**src/rtl/core/mwat_pkg.sv**
```systemverilog
`default_nettype none
// ----------------------------------------------------------------------------
// mwat_pkg
// Shared types and constants of the memory window access tracer.
// ----------------------------------------------------------------------------
package mwat_pkg;

    localparam int THREADS_DEF = 32;
    localparam int SLOTS_DEF   = 1024;

    typedef enum logic [3:0] {
        OP_SELECT    = 4'd0,
        OP_ALLOC_REQ = 4'd1,
        OP_ALLOC_RET = 4'd2,
        OP_START     = 4'd3,
        OP_STOP      = 4'd4,
        OP_FREE      = 4'd5,
        OP_READ      = 4'd6,
        OP_WRITE     = 4'd7,
        OP_CREATE    = 4'd8,
        OP_DESTROY   = 4'd9,
        OP_QUERY     = 4'd10
    } t_op;

    typedef enum logic [2:0] {
        ST_OK         = 3'd0,
        ST_BAD_THREAD = 3'd1,
        ST_FULL       = 3'd2,
        ST_ALLOC_NULL = 3'd3,
        ST_ZERO_SIZE  = 3'd4,
        ST_NO_BLOCK   = 3'd5,
        ST_FREED      = 3'd6
    } t_status;

    typedef enum logic [1:0] {
        SEL_NONE = 2'd0,
        SEL_SIZE = 2'd1,
        SEL_ADDR = 2'd2
    } t_sel;

    localparam logic [1:0] KIND_CREATE  = 2'd0;
    localparam logic [1:0] KIND_DESTROY = 2'd1;
    localparam logic [1:0] KIND_READ    = 2'd2;
    localparam logic [1:0] KIND_WRITE   = 2'd3;

    typedef struct packed {
        logic [3:0]  op;
        logic [7:0]  thread;
        logic [63:0] address;
        logic [63:0] length;
        logic [31:0] time_stamp;
    } t_item_in;

    typedef struct packed {
        logic        record_valid;
        logic [1:0]  record_kind;
        logic [4:0]  record_thread;
        logic [9:0]  record_slot;
        logic [31:0] record_time;
        logic [31:0] record_size;
        logic [63:0] record_offset;
        logic [2:0]  status;
        logic [10:0] thread_fill;
        logic [31:0] thread_overflow;
        logic        tracing_on;
    } t_item_out;

    typedef struct packed {
        logic    in_win;
        t_status status;
        logic    tracing_nx;
    } t_win_res;

endpackage
`default_nettype wire

```
**src/rtl/core/mwat_win.sv**
```systemverilog
`default_nettype none
// ----------------------------------------------------------------------------
// mwat_win
// Window capture sequence, tracing state and the access window filter.
// ----------------------------------------------------------------------------
module mwat_win
    import mwat_pkg::*;
(
    input  wire logic        i_clk,
    input  wire logic        i_rst_n,
    input  wire logic        i_adv,
    input  wire logic [3:0]  i_op,
    input  wire logic [63:0] i_address,
    input  wire logic [63:0] i_length,
    output t_win_res         o_win,
    output logic [63:0]      o_offset
);

    t_sel        r_phase, n_phase;
    logic [63:0] r_start, n_start;
    logic [63:0] r_size, n_size;
    logic        r_tr, n_tr;
    t_status     status;

    assign o_offset = i_address - r_start;

    always_comb begin
        n_phase = r_phase;
        n_start = r_start;
        n_size  = r_size;
        n_tr    = r_tr;
        status  = ST_OK;
        case (i_op)
            OP_SELECT: begin
                n_phase = SEL_SIZE;
            end
            OP_ALLOC_REQ: begin
                if (r_phase == SEL_SIZE) begin
                    n_phase = SEL_ADDR;
                    n_size  = i_length;
                end
            end
            OP_ALLOC_RET: begin
                if (r_phase == SEL_ADDR) begin
                    n_phase = SEL_NONE;
                    n_start = i_address;
                    if (i_address == 64'd0) begin
                        status = ST_ALLOC_NULL;
                    end else if (r_size == 64'd0) begin
                        status = ST_ZERO_SIZE;
                    end
                end
            end
            OP_START: begin
                if (!r_tr) begin
                    if (r_start == 64'd0 || r_size == 64'd0) begin
                        status = ST_NO_BLOCK;
                    end else begin
                        n_tr = 1'b1;
                    end
                end
            end
            OP_STOP: begin
                if (r_tr) begin
                    n_start = '0;
                    n_size  = '0;
                    n_tr    = 1'b0;
                end
            end
            OP_FREE: begin
                if (r_tr && i_address == r_start) begin
                    n_start = '0;
                    n_size  = '0;
                    n_tr    = 1'b0;
                    status  = ST_FREED;
                end
            end
            default: begin
            end
        endcase
    end

    always_comb begin
        o_win.in_win     = r_tr && (r_size != 64'd0) && (i_length != 64'd0)
                           && (o_offset < r_size);
        o_win.status     = status;
        o_win.tracing_nx = n_tr;
    end

    always_ff @(posedge i_clk) begin
        if (!i_rst_n) begin
            r_phase <= SEL_NONE;
            r_start <= '0;
            r_size  <= '0;
            r_tr    <= 1'b0;
        end else if (i_adv) begin
            r_phase <= n_phase;
            r_start <= n_start;
            r_size  <= n_size;
            r_tr    <= n_tr;
        end
    end

endmodule
`default_nettype wire

```
**src/rtl/core/mwat_cnt.sv**
```systemverilog
`default_nettype none
// ----------------------------------------------------------------------------
// mwat_cnt
// Per-thread fill and overflow counters: memory with registered read,
// per-entry valid bits and write-to-read bypass.
// ----------------------------------------------------------------------------
module mwat_cnt
    import mwat_pkg::*;
#(
    parameter int THREADS          = THREADS_DEF,
    parameter int SLOTS_PER_THREAD = SLOTS_DEF,
    localparam int TIW = (THREADS > 1) ? $clog2(THREADS) : 1,
    localparam int FW  = $clog2(SLOTS_PER_THREAD + 1)
)
(
    input  wire logic          i_clk,
    input  wire logic          i_rst_n,
    input  wire logic          i_rd_en,
    input  wire logic [7:0]    i_rd_thread,
    input  wire logic          i_wr_en,
    input  wire logic [7:0]    i_wr_thread,
    input  wire logic [FW-1:0] i_wr_fill,
    input  wire logic [31:0]   i_wr_ovf,
    output logic [FW-1:0]      o_fill,
    output logic [31:0]        o_ovf
);

    logic [FW-1:0]    r_fill_mem [THREADS];
    logic [31:0]      r_ovf_mem  [THREADS];
    logic [THREADS-1:0] r_vld;
    logic [FW-1:0]    r_rd_fill;
    logic [31:0]      r_rd_ovf;
    logic [TIW-1:0]   rd_idx;
    logic [TIW-1:0]   wr_idx;

    assign rd_idx = i_rd_thread[TIW-1:0];
    assign wr_idx = i_wr_thread[TIW-1:0];
    assign o_fill = r_rd_fill;
    assign o_ovf  = r_rd_ovf;

    always_ff @(posedge i_clk) begin
        if (i_wr_en) begin
            r_fill_mem[wr_idx] <= i_wr_fill;
            r_ovf_mem[wr_idx]  <= i_wr_ovf;
        end
    end

    always_ff @(posedge i_clk) begin
        if (!i_rst_n) begin
            r_vld <= '0;
        end else if (i_wr_en) begin
            r_vld[wr_idx] <= 1'b1;
        end
    end

    always_ff @(posedge i_clk) begin
        if (i_rd_en) begin
            if (i_wr_en && wr_idx == rd_idx) begin
                r_rd_fill <= i_wr_fill;
                r_rd_ovf  <= i_wr_ovf;
            end else if (r_vld[rd_idx]) begin
                r_rd_fill <= r_fill_mem[rd_idx];
                r_rd_ovf  <= r_ovf_mem[rd_idx];
            end else begin
                r_rd_fill <= '0;
                r_rd_ovf  <= '0;
            end
        end
    end

endmodule
`default_nettype wire

```
**src/rtl/core/memory_window_access_tracer.sv**
```systemverilog
`default_nettype none
// ----------------------------------------------------------------------------
// memory_window_access_tracer
// Traces reads and writes inside a captured memory window and thread events
// into per-thread record slots, with saturating overflow counts.
// ----------------------------------------------------------------------------
//  channel  | valid        | stall        | payload
//  input    | i_item_valid | o_item_stall | i_item (t_item_in)
//  result   | o_res_valid  | i_res_stall  | o_res  (t_item_out)
//
//  One transaction per cycle unless stalled; items pass r_a, then r_o.
//  The counter memory is read at acceptance and written when the item moves
//  to the result register; a bypass covers back-to-back items of one thread.
//  Reset is synchronous; counter entries are cleared at once by valid bits.
//  A stalled result holds; the input stage keeps accepting while it has room.
// ----------------------------------------------------------------------------
module memory_window_access_tracer
    import mwat_pkg::*;
#(
    parameter int THREADS          = THREADS_DEF,
    parameter int SLOTS_PER_THREAD = SLOTS_DEF
)
(
    input  wire logic     i_clk,
    input  wire logic     i_rst_n,
    input  wire logic     i_item_valid,
    output logic          o_item_stall,
    input  wire t_item_in i_item,
    output logic          o_res_valid,
    input  wire logic     i_res_stall,
    output t_item_out     o_res
);

    localparam int FW = $clog2(SLOTS_PER_THREAD + 1);

    logic             r_a_vld;
    t_item_in         r_a;
    logic             r_o_vld;
    t_item_out        r_o;
    t_item_out        n_o;

    logic             adv;
    logic             acc;
    t_win_res         win;
    logic [63:0]      offset;
    logic [FW-1:0]    fill;
    logic [31:0]      ovf;
    logic [FW+10:0]   fill_x;
    logic             is_rw;
    logic             is_th;
    logic             rec_req;
    logic             bad;
    logic             full;
    logic             wr_en;
    logic [FW-1:0]    wr_fill;
    logic [31:0]      wr_ovf;

    assign adv          = r_a_vld && (!r_o_vld || !i_res_stall);
    assign o_item_stall = r_a_vld && !adv;
    assign acc          = i_item_valid && !o_item_stall;
    assign o_res_valid  = r_o_vld;
    assign o_res        = r_o;

    mwat_win u_win (
        .i_clk     (i_clk),
        .i_rst_n   (i_rst_n),
        .i_adv     (adv),
        .i_op      (r_a.op),
        .i_address (r_a.address),
        .i_length  (r_a.length),
        .o_win     (win),
        .o_offset  (offset)
    );

    mwat_cnt #(
        .THREADS          (THREADS),
        .SLOTS_PER_THREAD (SLOTS_PER_THREAD)
    ) u_cnt (
        .i_clk       (i_clk),
        .i_rst_n     (i_rst_n),
        .i_rd_en     (acc),
        .i_rd_thread (i_item.thread),
        .i_wr_en     (wr_en),
        .i_wr_thread (r_a.thread),
        .i_wr_fill   (wr_fill),
        .i_wr_ovf    (wr_ovf),
        .o_fill      (fill),
        .o_ovf       (ovf)
    );

    assign fill_x  = (FW + 11)'(fill);
    assign is_rw   = (r_a.op == OP_READ) || (r_a.op == OP_WRITE);
    assign is_th   = (r_a.op == OP_CREATE) || (r_a.op == OP_DESTROY);
    assign rec_req = (is_rw && win.in_win) || is_th;
    assign bad     = {1'b0, r_a.thread} >= 9'(THREADS);
    assign full    = fill >= FW'(SLOTS_PER_THREAD);
    assign wr_en   = adv && rec_req && !bad;
    assign wr_fill = full ? fill : FW'(fill + 1'b1);
    assign wr_ovf  = (full && ovf != 32'hFFFF_FFFF) ? ovf + 32'd1 : ovf;

    always_comb begin
        n_o            = '0;
        n_o.status     = win.status;
        n_o.tracing_on = win.tracing_nx;
        if (rec_req) begin
            if (bad) begin
                n_o.status = ST_BAD_THREAD;
            end else if (full) begin
                n_o.status = ST_FULL;
            end else begin
                n_o.record_valid  = 1'b1;
                n_o.record_thread = r_a.thread[4:0];
                n_o.record_slot   = fill_x[9:0];
                n_o.record_time   = r_a.time_stamp;
                case (r_a.op)
                    OP_READ:    n_o.record_kind = KIND_READ;
                    OP_WRITE:   n_o.record_kind = KIND_WRITE;
                    OP_CREATE:  n_o.record_kind = KIND_CREATE;
                    default:    n_o.record_kind = KIND_DESTROY;
                endcase
                if (is_rw) begin
                    n_o.record_size   = (r_a.length[63:32] != 32'd0) ? 32'hFFFF_FFFF
                                                                     : r_a.length[31:0];
                    n_o.record_offset = offset;
                end
            end
        end
        if (r_a.op == OP_QUERY) begin
            if (bad) begin
                n_o.status = ST_BAD_THREAD;
            end else begin
                n_o.thread_fill     = fill_x[10:0];
                n_o.thread_overflow = ovf;
            end
        end
    end

    always_ff @(posedge i_clk) begin
        if (!i_rst_n) begin
            r_a_vld <= 1'b0;
            r_o_vld <= 1'b0;
        end else begin
            if (acc) begin
                r_a_vld <= 1'b1;
            end else if (adv) begin
                r_a_vld <= 1'b0;
            end
            if (adv) begin
                r_o_vld <= 1'b1;
            end else if (!i_res_stall) begin
                r_o_vld <= 1'b0;
            end
        end
    end

    always_ff @(posedge i_clk) begin
        if (acc) begin
            r_a <= i_item;
        end
        if (adv) begin
            r_o <= n_o;
        end
    end

`ifndef NO_ASSERTIONS
    a_accept_needs_room: assert property (@(posedge i_clk) disable iff (!i_rst_n)
        (acc && r_a_vld) |-> adv)
        else $error("input stage overwritten before it moved on");

    a_fill_bound: assert property (@(posedge i_clk) disable iff (!i_rst_n)
        (r_a_vld && !bad) |-> (fill <= FW'(SLOTS_PER_THREAD)))
        else $error("fill count beyond slot count");

    a_access_needs_tracing: assert property (@(posedge i_clk) disable iff (!i_rst_n)
        (r_o_vld && r_o.record_valid &&
         (r_o.record_kind == KIND_READ || r_o.record_kind == KIND_WRITE))
        |-> r_o.tracing_on)
        else $error("access record while tracing off");
`endif

endmodule
`default_nettype wire
```
**config.mk**
```make
export PLATFORM = sky130hd
export DESIGN_NAME = memory_window_access_tracer
export DESIGN_NICKNAME = d
export VERILOG_FILES = /design/src/rtl/core/mwat_pkg.sv /design/src/rtl/core/mwat_win.sv /design/src/rtl/core/mwat_cnt.sv /design/src/rtl/core/memory_window_access_tracer.sv
export SDC_FILE = /design/constraint.sdc
export NUM_CORES = 2
export LEC_CHECK = 0
export ABC_AREA = 1
export ABC_CLOCK_PERIOD_IN_PS = 14600
export CORE_MARGIN = 3
export CORE_UTILIZATION = 40
export CTS_CLUSTER_DIAMETER = 80
export DETAILED_ROUTE_END_ITERATION = 7
export DONT_BUFFER_PORTS = 1
export PLACE_DENSITY = 0.55
export SLEW_MARGIN = 10
export SYNTH_ARGS = -nofsm -noshare
export SYNTH_HDL_FRONTEND = slang
export SYNTH_HIERARCHICAL = 1
export SYNTH_SLANG_ARGS = --single-unit
export TNS_END_PERCENT = 30
```
**constraint.sdc**
```tcl
create_clock -name i_clk -period 14.6 [get_ports i_clk]
set_clock_uncertainty 0.05 [all_clocks]
set_input_delay 2.92 -clock i_clk [delete_from_list [all_inputs] [get_ports i_clk]]
set_output_delay 2.92 -clock i_clk [all_outputs]
set_load 0.01 [all_outputs]
```
==> flow_summary_export.csv <==
group,metric,value,unit
status,status,"finished clean",
clock_network,path_clk_slew,0.06,ns
power_and_ir_drop,p_seq_share,49.7,%
final_layout,area_growth,10.6,%
sta,min_period,8.26,ns
setup_path,cp-start-kind,"flip-flop",
synthesis,synth_top_family_by_area,"simple AND/OR/NAND/NOR gates",
clock_network,hold_buffers,0,
grt,antenna_found_initial,17,
grt,global_route.peak_usage_layer,"met2",
synthesis,yosysSeqAreaShare,63.2,%
floorplan,die_w,480,um
detailed_routing,post-route-drc-count,0,
power_and_ir_drop,clockPowerShare,41.6,%
final_layout,postLayoutCellArea,99500,sq um
power_and_ir_drop,power.density,127,nW/um^2
sta,slew_violations,0,
grt,overflow,0,
setup_path,critPathArrivalTime,8.67,ns
setup_path,cp_common_cell,"nand2_1",
clock_network,cts_resized,0,
synthesis,synth-simple-area-share,24.7,%
setup_path,critPathBufInv,4,
detailed_routing,wl_per_cell,23.4,um
final_layout,fin_util,44.6,%
power_and_ir_drop,leakage,40.4,nW
place,pre_cts_slack,6.61,ns
floorplan,core_area,223000,sq um
power_and_ir_drop,swShare,25.3,%
hold_path,hold_start,"u_cnt/r_vld[9]$_SDFFE_PN0P_",
clock_network,cts.sinks,1949,
sta,max_slew_margin,14.0,%
hold_path,hold_path_class,"flip-flop to flip-flop",
sta,setup_viol,0,
final_layout,most-common-layout-cells,"3072 x nand2_1, 1784 x edfxtp_1, 1129 x inv_1, 1067 x nand3_1, 675 x nor2_1",
grt,use_met2,39.4,%
synthesis,synth-seq-cells,1949,
flow_run,maxCapViolations,0,
clock_network,cts_root_buf,"clkbuf_16",
grt,grtUsageTotal,24.4,%
synthesis,synthCells,9351,
setup_path,required,15.01,ns
setup_path,crit_path_end_kind,"flip-flop",
final_layout,fin_nets,9542,
setup_path,path_delay_family,"simple AND/OR/NAND/NOR gates",
setup_path,cp-startpoint,"r_a[96]$_DFFE_PP_",
detailed_routing,route.vias.total,64407,
sta,hold_slack,0.419,ns
setup_path,path_max_fanout,27,
grt,grt_use_met1,33.4,%
setup_path,max_stage_delay,0.76,ns
synthesis,synth_cell_types,40,
sta,setup_tns,0,ns
clock_network,tritoncts,"built",
sta,tightestPinTransition,1.29,ns
detailed_routing,ant_nets,0,
setup_path,worstSetupPathType,"flip-flop to flip-flop",
power_and_ir_drop,power_frac_comb,8.7,%
place,place_area,92600,sq um
place,io_buffers,0,
final_layout,layout_commonest_cell,"nand2_1",
place,hpwlAfterDp,182000,um
synthesis,yosys.area_share.xor_xnor,0.555,%
clock_network,clkLatencyLatePin,0.89,ns
power_and_ir_drop,peakVddDrop,109,uV
grt,grt_max_degree,795,
power_and_ir_drop,switchingPower,3.20,mW
setup_path,timing.rr.start,"r_a[96]$_DFFE_PP_",
floorplan,die_area,231000,sq um
synthesis,synth_compound_area_share,2.31,%
clock_network,cts_max_level,4,
floorplan,start_util,40.4,%
setup_path,reg2reg_slack,6.34,ns
synthesis,avgSynthCellArea,9.62,sq um
clock_network,cts_setup_buffers,0,
synthesis,synth_area,90000,sq um
synthesis,synthAdderAreaFrac,1.82,%
detailed_routing,routed_wl,290000,um
sta,fin_crit_sh,56.6,%
place,dp_cells,11996,
sta,hold_violations,0,
power_and_ir_drop,finalPower,12.7,mW
floorplan,pin_count,371,
detailed_routing,viasPerCell,5.19,
grt,grt_pass1_wl,418000,um
detailed_routing,drtPass1Iterations,8,
final_layout,final_cells,12398,
floorplan,placementRows,173,
clock_network,cts_max_path_buffers,3,
clock_network,cts_buffers,210,
sta,worst_slack,6.34,ns
detailed_routing,drtIter0Drc,6800,
synthesis,syn_nets,9657,
synthesis,synthMuxAreaShare,0,%
power_and_ir_drop,p_int,9.46,mW
place,gp_congestion,0.981,
grt,grt_pass1_vias,60369,
sta,max_freq,0.121,GHz
setup_path,cp_slowest_cell,"nor2_4",
final_layout,layout-drive-gt1-share,7.91,%
floorplan,die_y,480,um
grt,met3_usage,4.09,%
synthesis,ys_warn_count,6,
sta,rsz0062_at_grt,"no",
layout make-up:
type | instances | area, sq um
Timing Repair Buffer | 92 | 751
Sequential cell | 1949 | 56900
Multi-Input combinational cell | 5836 | 26900
Inverter | 1147 | 4350
Antenna cell | 6 | 15.0
Clock buffer | 270 | 5560
Tap cell | 2975 | 3720
Fill cell | 21101 | 123000
Clock inverter | 123 | 1290
synth_stat cells:
cell type / number / share of area [%]
nor3_1: 72 / 0.40
buf_6: 23 / 0.29
nand2_2: 13 / 0.090
nand3b_1: 4 / 0.033
and3_1: 1 / 0.0070
o21bai_1: 11 / 0.092
a21o_1: 2 / 0.017
o21ai_0: 118 / 0.66
buf_2: 135 / 0.75
nand2_4: 1 / 0.013
inv_2: 13 / 0.054
o211ai_1: 89 / 0.74
nand4_1: 33 / 0.23
inv_4: 2 / 0.014
nand2_8: 1 / 0.022
o21a_1: 3 / 0.025
o21ai_1: 3 / 0.017
ha_1: 129 / 1.8
xnor2_1: 3 / 0.029
a21oi_1: 129 / 0.72
clkbuf_1: 146 / 0.61
inv_1: 1132 / 4.7
nand3_2: 2 / 0.022
o22ai_1: 5 / 0.035
buf_4: 56 / 0.47
xor2_1: 54 / 0.53
nor2_1: 708 / 3.0
and2_4: 2 / 0.019
edfxtp_1: 1784 / 60
dfxtp_1: 165 / 3.7
nand3_1: 1067 / 5.9
nor2_4: 9 / 0.11
nor2_2: 251 / 1.7
buf_1: 45 / 0.19
and2_1: 1 / 0.0070
a211oi_1: 1 / 0.0083
buf_12: 14 / 0.31
nor4_1: 34 / 0.24
fa_1: 1 / 0.022
nand2_1: 3089 / 13
cells by family after synthesis:
family          count (synthesis)
flops                        1949
buf+inv                      1566
simple gates                 5288
xor+xnor                       57
compound gates                361
fa+ha+maj                     130
worst reg2reg max path, delay by kind of cell (launching register included):
kind	cells	cell delay [ns]
adder cells (fa/ha/maj)	3	1.14
AND/OR/NAND/NOR	21	3.90
flip-flops	1	0.42
XOR/XNOR	1	0.75
buffers and inverters	4	1.28
AO/OA/AOI/OAI	3	0.29
power by group through the flow:
stage / Sequential (mW) / Clock [mW] / Combinational [mW]
6_report: 6.30 / 5.27 / 1.10
5_1_grt: 6.30 / 5.60 / 1.20
4_1_cts: 6.29 / 5.38 / 1.06
3_5_place_dp: 6.41 / 0 / 1.05
3_3_place_gp: 6.41 / 0 / 1.05
2_1_floorplan: 6.39 / 0 / 0.694
sequential cells by signal, summed over array words and instances (netlist names), 32 cells and up:
signal / count
u_cnt/o_ovf: 32
u_win/r_size: 64
o_res: 193
u_cnt/r_vld: 32
r_a: 172
u_cnt/r_fill_mem: 352
u_cnt/r_ovf_mem: 1024
u_win/r_start: 64
layer usage:
metal | up-vias | part of all wire, %
li1 | 30262 | -
met1 | 31245 | 43
met2 | 2441 | 46
met3 | 441 | 7.1
met4 | 18 | 3.4
met5 | - | 0.044
worst paths after layout:
kind	to	cells after the start
max	u_cnt/r_fill_mem[21][9]$_DFFE_PP_	32
min	u_cnt/r_vld[9]$_SDFFE_PN0P_	2
max reg2reg	u_cnt/r_fill_mem[21][9]$_DFFE_PP_	32
min reg2reg	u_cnt/r_vld[9]$_SDFFE_PN0P_	2
Power figures use the tool's default switching activity.
